[src/hw/rtl/assert_macros.svh]
// Assertion helpers for the RTL that checks itself
`ifndef ASSERT_MACROS_SVH
`define ASSERT_MACROS_SVH

// Check on every clock edge outside reset
`define FSD_ASSERT(lbl, prop, msg) \
    lbl: assert property (@(posedge aclk) disable iff (!aresetn) prop) else $error(msg);

// Check on every clock edge, reset included
`define FSD_ASSERT_ALWAYS(lbl, prop, msg) \
    lbl: assert property (@(posedge aclk) prop) else $error(msg);

`endif

[src/hw/rtl/fsd_pkg.sv]
`timescale 1ns / 1ps

package fsd_pkg;

    // Frame geometry and error precision
    localparam int LINE_PIXELS     = 606;
    localparam int LINE_COUNT      = 808;
    localparam int WORDS_PER_LINE  = 38;
    localparam int ERROR_FRAC_BITS = 8;

    localparam int COL_W   = $clog2(LINE_PIXELS);
    localparam int ROW_W   = $clog2(LINE_COUNT);
    localparam int ADDR_W  = 15;
    localparam int WORD_W  = 16;
    localparam int PIXEL_W = 24;
    localparam int TDATA_W = 32;

    // Luminance, stored error, working sum, product and saturation input widths
    localparam int LUM_W  = ERROR_FRAC_BITS + 8;
    localparam int ERR_W  = ERROR_FRAC_BITS + 12;
    localparam int VAL_W  = ERR_W + 2;
    localparam int PROD_W = VAL_W + 3;
    localparam int SAT_W  = PROD_W + 1;

    // Luminance scaling from the 8 fraction bits of the weighted sum
    localparam int LUM_SHL = (ERROR_FRAC_BITS >= 8) ? ERROR_FRAC_BITS - 8 : 0;
    localparam int LUM_SHR = (ERROR_FRAC_BITS >= 8) ? 0 : 8 - ERROR_FRAC_BITS;

    localparam logic signed [VAL_W-1:0] THRESHOLD   = VAL_W'(255 << (ERROR_FRAC_BITS - 1));
    localparam logic signed [VAL_W-1:0] WHITE_LEVEL = VAL_W'(255 << ERROR_FRAC_BITS);

    localparam logic signed [SAT_W-1:0] ERR_HI = SAT_W'((1 << (ERR_W - 1)) - 1);
    localparam logic signed [SAT_W-1:0] ERR_LO = ~ERR_HI;

    localparam int FRAME_WORDS = LINE_COUNT * WORDS_PER_LINE;

    // One pixel on its way from the feed stage to the diffusion stage
    typedef struct packed {
        logic [LUM_W-1:0] lum;
        logic [COL_W-1:0] col;
        logic [ROW_W-1:0] row;
        logic             last_col;
        logic             last_row;
    } pix_t;

    // Packer status towards the stage control
    typedef struct packed {
        logic emit;
        logic room;
    } pack_stat_t;

    // Clamp a working value to the stored error range
    function automatic logic signed [ERR_W-1:0] sat_err(input logic signed [SAT_W-1:0] v);
        logic signed [ERR_W-1:0] r;
        if (v > ERR_HI) begin
            r = ERR_HI[ERR_W-1:0];
        end else if (v < ERR_LO) begin
            r = ERR_LO[ERR_W-1:0];
        end else begin
            r = v[ERR_W-1:0];
        end
        return r;
    endfunction

endpackage

[src/hw/rtl/fsd_diffuse.sv]
`timescale 1ns / 1ps

module fsd_diffuse (
    input  logic                             aclk,
    input  logic                             aresetn,
    input  logic                             fire,
    input  fsd_pkg::pix_t                    pix,
    input  logic signed [fsd_pkg::ERR_W-1:0] line_err,
    output logic                             white,
    output logic                             wr_en,
    output logic [fsd_pkg::COL_W-1:0]        wr_addr,
    output logic signed [fsd_pkg::ERR_W-1:0] wr_data
);

    localparam int EW = fsd_pkg::ERR_W;
    localparam int VW = fsd_pkg::VAL_W;
    localparam int PW = fsd_pkg::PROD_W;
    localparam int SW = fsd_pkg::SAT_W;

    logic signed [EW-1:0] carry_reg, carry_next;
    logic signed [EW-1:0] pend_left_reg, pend_left_next;
    logic signed [EW-1:0] pend_center_reg, pend_center_next;
    logic signed [EW-1:0] tail_reg, tail_next;

    logic signed [VW-1:0] below_term;
    logic signed [VW-1:0] val;
    logic signed [VW-1:0] err;
    logic signed [PW-1:0] err_ext;
    logic signed [PW-1:0] share7, share5, share3, share1;
    logic signed [EW-1:0] left_new;
    logic signed [EW-1:0] below_done;

    // Sum the pixel with the diffused error and decide
    always_comb begin
        below_term = (pix.row != '0) ? VW'(line_err) : '0;
        val   = $signed(VW'(pix.lum)) + VW'(carry_reg) + below_term;
        white = (val > fsd_pkg::THRESHOLD);
        err   = white ? val - fsd_pkg::WHITE_LEVEL : val;
    end

    // Floored sixteenths of the error
    always_comb begin
        err_ext = PW'(err);
        share7  = ((err_ext <<< 3) - err_ext) >>> 4;
        share5  = ((err_ext <<< 2) + err_ext) >>> 4;
        share3  = ((err_ext <<< 1) + err_ext) >>> 4;
        share1  = err_ext >>> 4;
        below_done = fsd_pkg::sat_err(SW'(pend_left_reg) + SW'(share3));
        left_new   = fsd_pkg::sat_err(SW'(pend_center_reg) + SW'(share5));
    end

    // Line buffer write: lower-left neighbour, or the deferred line end entry
    always_comb begin
        wr_en = fire;
        if (pix.col == '0) begin
            wr_addr = fsd_pkg::COL_W'(fsd_pkg::LINE_PIXELS - 1);
            wr_data = tail_reg;
        end else begin
            wr_addr = pix.col - 1'b1;
            wr_data = below_done;
        end
    end

    // Update carries and pending sums
    always_comb begin
        carry_next       = carry_reg;
        pend_left_next   = pend_left_reg;
        pend_center_next = pend_center_reg;
        tail_next        = tail_reg;
        if (fire) begin
            if (pix.last_col) begin
                carry_next       = '0;
                pend_left_next   = '0;
                pend_center_next = '0;
                tail_next        = left_new;
            end else begin
                carry_next       = fsd_pkg::sat_err(SW'(share7));
                pend_left_next   = left_new;
                pend_center_next = fsd_pkg::sat_err(SW'(share1));
            end
        end
    end

    always_ff @(posedge aclk) begin
        if (!aresetn) begin
            carry_reg       <= '0;
            pend_left_reg   <= '0;
            pend_center_reg <= '0;
            tail_reg        <= '0;
        end else begin
            carry_reg       <= carry_next;
            pend_left_reg   <= pend_left_next;
            pend_center_reg <= pend_center_next;
            tail_reg        <= tail_next;
        end
    end

endmodule

[config.mk]
export PLATFORM = sky130hd
export DESIGN_NAME = fsd_diffuse
export DESIGN_NICKNAME = d
export VERILOG_FILES = /design/src/hw/rtl/assert_macros.svh /design/src/hw/rtl/fsd_pkg.sv /design/src/hw/rtl/fsd_diffuse.sv
export SDC_FILE = /design/constraint.sdc
export NUM_CORES = 1
export LEC_CHECK = 0
export ABC_AREA = 1
export BUFFER_PORTS_ARGS = -buffer_cell sky130_fd_sc_hd__buf_2
export CAP_MARGIN = 40
export CORE_ASPECT_RATIO = 1.4
export CORE_MARGIN = 5
export CORE_UTILIZATION = 65
export CTS_CLUSTER_SIZE = 28
export DETAILED_ROUTE_END_ITERATION = 16
export PLACE_DENSITY = 0.86
export SKIP_CTS_REPAIR_TIMING = 1
export SYNTH_ARGS = -nofsm -noshare
export SYNTH_HDL_FRONTEND = slang
export SYNTH_SLANG_ARGS = --single-unit
[constraint.sdc]
create_clock -name aclk -period 19.9 [get_ports aclk]
set_input_delay 3.98 -clock aclk [delete_from_list [all_inputs] [get_ports aclk]]
set_output_delay 3.98 -clock aclk [all_outputs]
set_load 0.01 [all_outputs]
After elaboration in Yosys (flattened, before gate mapping)
Cells that the tools add are included.

Bits in registers: 80. Input bits: 61. Output and inout bits: 32. Logic and storage cells: 40.

$add $sub $neg: 9. $lt $le $gt $ge: 9. Muxes and demuxes: 15. Reductions and logical operators: 3.

Operators by type and width (number): $mux W20 (12); $mux W22 (2); $gt A21 B20 Y1 const B (2); $lt A21 B20 Y1 const B (2); $add A24 B22 Y25 (1); $sub A25 B22 Y25 (1); $add A23 B22 Y24 (1); $add A20 B21 Y22 (1); $add A21 B22 Y22 (1); $gt A22 B16 Y1 const B (1); $gt A22 B20 Y1 const B (1); $lt A22 B20 Y1 const B (1); $sub A22 B17 Y22 const B (1); $add A17 B20 Y21 (1); $add A20 B20 Y21 (1); $gt A18 B20 Y1 const B (1); $lt A18 B20 Y1 const B (1); $logic_not A10 Y1 (1); $mux W10 (1); $reduce_bool A10 Y1 (1); $sub A10 B1 Y10 const B (1); $reduce_and A2 Y1 (1).

Longest topological paths before layout
Gate-level depths: netlist (run 1).

Depth after elaboration: 11. Mapped depth: 55. Gate-level depth less buffers: 53.

Least setup slack after synthesis (run 1)
OpenSTA, ideal clock, no wires.

Path kind: input -> output. From: input pix[9] in the netlist's numbering. To: output wr_data[10] in the netlist's numbering. Arrival: 11.495 ns. Data required time: 15.920 ns. Setup slack: 4.425 ns. Stages: 49. Buffers on the path: 2. Cell sequence: or4_1 nor2_1 inv_1 nand2_1 fa_1 inv_1 ha_1 inv_1 fa_1 inv_1 nand3_1 nand2_2 xor2_1 inv_1 ha_1 nand3_1 nor2_1 nor2_1 [13 not listed] o21ai_0 a21boi_1 o21ai_0 xor2_1 ha_1 a21oi_1 inv_1 a31oi_1 o21ai_0 inv_1 o21ai_0 nand2_1 a22oi_1 nand2_1 inv_1 nor2_1 clkbuf_1 a22oi_1.

Longest elaborated chain between the ends: 11. Elaborated cells between the ends (all ways): 13. Classes of those cells: add/sub (4); order compare (3); mux (5); reduce/logical (1).

RTL lines: start, declared (RTL line fsd_diffuse.sv:7) `input fsd_pkg::pix_t pix,`; $reduce_bool A10 Y1 (*) (RTL line fsd_diffuse.sv:35) `below_term = (pix.row != '0) ? VW'(line_err) : '0;`; $mux W22 (*) (RTL line fsd_diffuse.sv:35); $add A21 B22 Y22 (*) (RTL line fsd_diffuse.sv:36) `val = $signed(VW'(pix.lum)) + VW'(carry_reg) + below_term;`; $sub A22 B17 Y22 or $gt A22 B16 Y1 (tied branches) (RTL line fsd_diffuse.sv:38, fsd_diffuse.sv:37); $mux W22 (*) (RTL line fsd_diffuse.sv:38) `err = white ? val - fsd_pkg::WHITE_LEVEL : val;`; $add A23 B22 Y24 (*) (RTL line fsd_diffuse.sv:46) `share3 = ((err_ext <<< 1) + err_ext) >>> 4;`; $add A20 B20 Y21 (*) (RTL line fsd_diffuse.sv:48) `below_done = fsd_pkg::sat_err(SW'(pend_left_reg) + SW'(share3));`; $lt A21 B20 Y1 (RTL line fsd_pkg.sv:57) `end else if (v < ERR_LO) begin`; $mux W20 (RTL line fsd_pkg.sv:57); $mux W20 (*) (RTL line fsd_pkg.sv:55) `if (v > ERR_HI) begin`; $mux W20 (*) (RTL line fsd_diffuse.sv:55) `if (pix.col == '0) begin`; end, declared (RTL line fsd_diffuse.sv:12) `output logic signed [fsd_pkg::ERR_W-1:0] wr_data`.

Every way passes the cells marked *; elsewhere a longest branch is shown, timed or not.

Worst setup path after layout (run 1)
From: input pix[9] in the netlist's numbering. To: output wr_data[17] in the netlist's numbering.

Same word-level chain as after synthesis.

==> summary.txt, run 1 <==
Die
  – Total core area: 16,680 um2
  – Die area: 19,540 um2
  – Die W: 119.6 um
  – Height of the die: 163.4 um
  – Ports: 93
  – Initial Util: 65.53%
  – Standard-cell row count: 56

STA
  – Hold Vio Cnt, Final: 0
  – Final setup viols: 0
  – Period utilization: 87.58%
  – Slew Limit Fails: 0
  – Worst slew pin tran: 0.8950 ns
  – F_max: 57.38 MHz
  – Slew HR: 40.34%
  – Setup TNS: 0 ns
  – Tmin final: 17.43 ns
  – RSZ-0062 raised after global routing: false
  – Clock Skew: 0.007253 ns

Setup path
  – Critical path buffer and inverter count: 10
  – Crit path largest cell delay: 0.55 ns
  – Worst path most repeated cell: nand2_1
  – Crit path launch type: primary input
  – Critical Path RT: 15.92 ns
  – Crit end category: output port
  – Crit path max-delay family: simple AND/OR/NAND/NOR gates
  – Worst EP arrival: 13.45 ns
  – Critical-path top delay cell: xor2_1
  – CP max FO: 24
  – Worst Setup Path Type: primary input to output port

GRT
  – Gr usage total: 29.38%
  – Initial antenna violation count: 0
  – Largest net degree at the start of global routing: 78
  – Remaining Overflow, GRT: 0
  – Global-route wire length before repair: 48.20 mm
  – Number of global-route vias before repair: 11,123

Placed design
  – RD Place Congestion: 0.9823
  – Detailed placement HPWL: 22.73 mm
  – Number of buffers added on ports: 91

CTS
  – Root buf cell: clkbuf_16
  – Clk_lat worst skew: 0.35 ns
  – TritonCTS clock tree: built
  – Max Root-Sink Buffers: 2
  – Clock transition at path regs: 0.06 ns
  – Num CTS Buffers: 9
  – H-tree levels: 3
  – Clock Sinks: 78

Synthesis
  – Synth Area in Simple Gates: 31.60%
  – FFs w/ async S/R, synth: 0%
  – Mux cell area share after synthesis: 0%
  – Netlist cell types: 52
  – Synth Area in XOR/XNOR: 8.667%
  – Synthesized flop and latch total: 78
  – Syn avg cell area: 6.191 um2
  – Yosys warning count: 0
  – Main synth FF type: dfxtp_1
  – Synth Area in Adders: 17.56%
  – Gate Count Post-Synth: 1,765
  – Mapped Area: 10,930 um2
  – EDFF count, synth: 0
  – Largest family of logic cells by synthesized area: simple AND/OR/NAND/NOR gates
  – Synthesized Nets: 1,968
  – Complex-gate fraction of the synthesized area: 16.92%
  – Register area share after synthesis: 14.29%

Layout
  – Final net count: 2,038
  – Area delta synth->final: 8.484%
  – N_diodes: 0
  – Fillers: 1,471
  – Share of cells above drive strength 1: 10.17%

Detailed routing
  – Vias per std cell: 5.577
  – Routed length on met2: 14.94 mm
  – DRT Pass-1 Iters: 6
  – Final ANT Viol Nets: 0
  – Metal-1 WL: 11.13 mm
  – Max Used Layer: met4
  – Initial drt markers: 709
  – Wirelength per Cell: 13.99 um
  – Routed wl met3: 1.174 mm
  – Drt drc: 0
  – Via count: 11,389
  – DRT Wirelength: 28.57 mm

Hold path
  – Worst min-delay path class: flop to flop

Status
  – Status: completed

Flow run
  – Max Cap Viol: 0
[cell families after synthesis]
family,Yosys count
buffers and inverters,305
and+or+nand+nor,802
DFF,78
adders and majority gates,142
AOI/OAI and AO/OA,332
xor gates and xnor gates,106
[cell usage in the layout, fill, tap and decap left out, types with 2 or more instances in the layout]
cell type / n
nand2_1: 516
inv_1: 256
a21oi_1: 177
ha_1: 123
nor2_1: 101
buf_2: 91
o21ai_0: 85
nand3_1: 82
dfxtp_1: 78
xor2_1: 77
nand2_2: 30
xnor2_1: 28
fa_1: 19
a22oi_1: 17
nor3_1: 14
nand4_1: 13
nand3b_1: 10
clkbuf_16: 9
inv_2: 8
nor2_2: 8
o21bai_1: 8
o31ai_1: 8
a21boi_1: 7
buf_4: 7
nand2_4: 6
nand3_2: 6
a21o_1: 5
a21boi_0: 5
nor4_1: 4
a211oi_1: 4
or2_2: 3
a221oi_1: 3
a31oi_1: 3
bufinv_16: 3
a21oi_2: 2
nor2_4: 2
o211ai_1: 2
o21ai_2: 2
[synthesized netlist by cell type, types with 10 or more instances]
cell type,count,area (um2)
nand3_1,82,410.4
ha_1,123,1539
nand2_2,30,187.7
nor2_1,102,382.9
dfxtp_1,78,1562
nor3_1,14,70.07
a21oi_1,177,885.9
nand4_1,13,81.33
xnor2_1,28,245.2
o21ai_0,85,425.4
nand2_1,516,1937
nand3b_1,10,75.07
inv_1,257,964.7
xor2_1,77,674.4
fa_1,19,380.4
a22oi_1,17,127.6
clkbuf_1,27,101.4
[final timing paths]
| kind | from | end | slack (ns) | cells past startpoint |
|---|---|---|---|---|
| max | pix[9] | wr_data[17] | 2.47 | 49 |
| min | carry_reg[18]$_SDFFE_PN0P_ | carry_reg[18]$_SDFFE_PN0P_ | 0.47 | 2 |
| max reg2reg | carry_reg[1]$_SDFFE_PN0P_ | tail_reg[13]$_SDFFE_PN0P_ | 10.87 | 48 |
| min reg2reg | carry_reg[18]$_SDFFE_PN0P_ | carry_reg[18]$_SDFFE_PN0P_ | 0.47 | 2 |
[final cells by class]
| cell class | instances | area (um2) | share of cell area, % |
|---|---|---|---|
| clock buffers | 10 | 239.0 | 2.016 |
| multi-input cells | 1382 | 8177 | 68.97 |
| clock inverters | 5 | 106.4 | 0.8971 |
| well taps | 203 | 254.0 | 2.142 |
| inverters | 265 | 994.7 | 8.391 |
| flip-flops and latches | 78 | 1562 | 13.17 |
| repair buffers | 99 | 523.0 | 4.412 |
[stage by stage]
step / cell area [um2] / hold slack [ns] / utilization, % / setup WS [ns] / std cells
final: 11860 / 0.4701 / 71.09 / 2.472 / 2042
after global routing: 11860 / 0.4833 / 71.09 / 1.787 / 2042
after CTS: 11860 / 0.4700 / 71.09 / 2.433 / 2042
after detailed placement: 11510 / 0.4598 / 69.02 / 2.486 / 2027
after global placement: 11480 / 0.4561 / 68.84 / 2.553 / 2024
after floorplan: 10930 / 0.4453 / - / 4.425 / 1765
[worst reg2reg max path, delay by kind of cell (launching register included)]
family / cells / cell delay (ns)
simple gates: 21 / 2.86
xor+xnor: 3 / 0.84
compound gates: 9 / 1.83
fa+ha+maj: 6 / 2.11
flops: 1 / 0.34
buf+inv: 9 / 0.95
[layer usage]
layer  global-route usage (%)  vias to the layer above
li1                         -                     5827
met1                    30.74                     5188
met2                    56.79                      299
met3                    3.845                       75
met4                    14.85                        0
met5                        0                        -
Power of run 1 is left out: the tool's default activity adds up to more than one toggle a clock period on the data nets, which glitch-free logic cannot reach.
==> run 2: changes to the inputs <==
--- a/config.mk
+++ b/config.mk
@@ -11,6 +11,7 @@
 export CORE_ASPECT_RATIO = 1.4
 export CORE_MARGIN = 5
 export CORE_UTILIZATION = 65
+export CTS_BUF_LIST = sky130_fd_sc_hd__clkbuf_8
 export CTS_CLUSTER_SIZE = 28
 export DETAILED_ROUTE_END_ITERATION = 16
 export PLACE_DENSITY = 0.86
==> constraint.sdc (replaced) <==
create_clock -name aclk -period 21.8 [get_ports aclk]
set_input_delay 4.36 -clock aclk [delete_from_list [all_inputs] [get_ports aclk]]
set_output_delay 4.36 -clock aclk [all_outputs]
set_load 0.01 [all_outputs]
==> run 2 against run 1 <==
Core utilization decreased by 0.77 points. Critical path depth unchanged. Die area unchanged. Routed wire length increased by 0.89%. Non-clock buffer count unchanged. Critical endpoint is now wr_data[16]. Worst setup slack improved by 1.1 ns. Final area decreased by 1.1%. Sequential share of layout area increased by 0.14 points. Sequential cell count unchanged.
==> summary.txt, run 2 (synthesized netlist as in run 1, its figures left out) <==
Status
  – Status: completed

GRT
  – Global-route wire length before repair: 48.33 mm
  – Remaining Overflow, GRT: 0
  – Largest net degree at the start of global routing: 78
  – Gr usage total: 29.53%
  – Initial antenna violation count: 0
  – Number of global-route vias before repair: 11,155

CTS
  – Clock Sinks: 78
  – TritonCTS clock tree: built
  – Clk_lat worst skew: 0.38 ns
  – Root buf cell: clkbuf_8
  – H-tree levels: 3
  – Max Root-Sink Buffers: 2
  – Num CTS Buffers: 9
  – Clock transition at path regs: 0.09 ns

STA
  – Worst slew pin tran: 0.8913 ns
  – Setup TNS: 0 ns
  – Period utilization: 83.78%
  – Slew HR: 40.58%
  – Slew Limit Fails: 0
  – Tmin final: 18.26 ns
  – Hold WS: 0.4732 ns
  – Clock Skew: 0.009360 ns
  – Final setup viols: 0
  – F_max: 54.75 MHz
  – Hold Vio Cnt, Final: 0
  – RSZ-0062 raised after global routing: false

Setup path
  – R2R setup slack: 12.70 ns
  – Worst EP arrival: 13.90 ns
  – Worst r2r dst: tail_reg[13]$_SDFFE_PN0P_
  – Crit path max-delay family: simple AND/OR/NAND/NOR gates
  – R2r startpoint: carry_reg[1]$_SDFFE_PN0P_
  – Critical path buffer and inverter count: 10
  – Worst Setup Path Type: primary input to output port
  – Critical-path top delay cell: xor2_1
  – Crit path launch type: primary input
  – R2R cell count: 48
  – Critical Path RT: 17.44 ns
  – Worst path most repeated cell: nand2_1
  – Crit path largest cell delay: 0.56 ns
  – CP max FO: 24
  – Crit end category: output port

Placed design
  – Number of buffers added on ports: 91
  – Detailed placement HPWL: 22.84 mm
  – Inst Count DP: 2,027
  – RD Place Congestion: 0.9826

Hold path
  – Hold EP: pend_center_reg[9]$_SDFFE_PN0P_
  – Worst min-delay path class: flop to flop
  – Worst hold stages: 2
  – Hold Crit Start: pend_center_reg[9]$_SDFFE_PN0P_

Detailed routing
  – Wirelength per Cell: 14.11 um
  – Via count: 11,444
  – Final ANT Viol Nets: 0
  – Vias per std cell: 5.602
  – Drt drc: 0
  – DRT Wirelength: 28.82 mm
  – DRT Pass-1 Iters: 5
  – Initial drt markers: 707

Layout
  – Area delta synth->final: 7.304%
  – Final net count: 2,038
  – Share of cells above drive strength 1: 10.22%
  – Post-Layout Cell Count: 2,043
  – Commonest non-fill, non-tap cell in the layout: nand2_1
  – Most frequent cells in the layout: nand2_1, inv_1, a21oi_1
  – N_diodes: 0
  – Fin util: 70.32%

Flow run
  – Max Cap Viol: 0

Die
  – Die W: 119.6 um
  – Initial Util: 65.53%
  – Total core area: 16,680 um2
  – Height of the die: 163.4 um
  – Standard-cell row count: 56
  – Die area: 19,540 um2
  – Ports: 93
[run 2: layout make-up]
class / count / area, um2
Multi-Input combinational cell: 1382 / 8177
Fill cell: 1492 / 4950
Sequential cell: 78 / 1562
Inverter: 265 / 994.7
Timing Repair Buffer: 99 / 523.0
Tap cell: 203 / 254.0
Clock buffer: 12 / 165.2
Clock inverter: 4 / 51.30
[run 2: worst reg2reg max path, delay by kind of cell (launching register included)]
kind,cells,cell delay (ns)
flip-flops,1,0.35
XOR/XNOR,3,0.85
AND/OR/NAND/NOR,21,2.89
adder cells (fa/ha/maj),6,2.07
AO/OA/AOI/OAI,9,1.88
buffers and inverters,9,0.96
[run 2: how the worst max path moves through the flow]
stage | start | to | slack (ns) | depth (start not counted)
after global routing | pix[9] | wr_data[16] | 2.83 | 49
final | pix[9] | wr_data[16] | 3.54 | 49
after global placement | pix[9] | wr_data[18] | 3.68 | 50
after detailed placement | pix[9] | wr_data[16] | 3.63 | 49
after floorplan | pix[9] | wr_data[10] | 5.56 | 49
after CTS | pix[9] | wr_data[16] | 3.63 | 49
[run 2: stage by stage]
step / cell area, um2 / setup slack, ns
final: 11730 / 3.535
after global routing: 11730 / 2.827
after CTS: 11730 / 3.629
after detailed placement: 11510 / 3.630
after global placement: 11480 / 3.682
after floorplan: 10930 / 5.565
[run 2: per-layer routing]
| layer | global-route usage [%] | up-vias | wire length, um |
|---|---|---|---|
| met4 | 15.16 | 0 | 1501 |
| li1 | - | 5826 | - |
| met1 | 30.97 | 5210 | 11140 |
| met5 | 0 | - | 0 |
| met3 | 3.741 | 82 | 1332 |
| met2 | 56.97 | 326 | 14840 |
Power of run 2 is left out for the same reason.
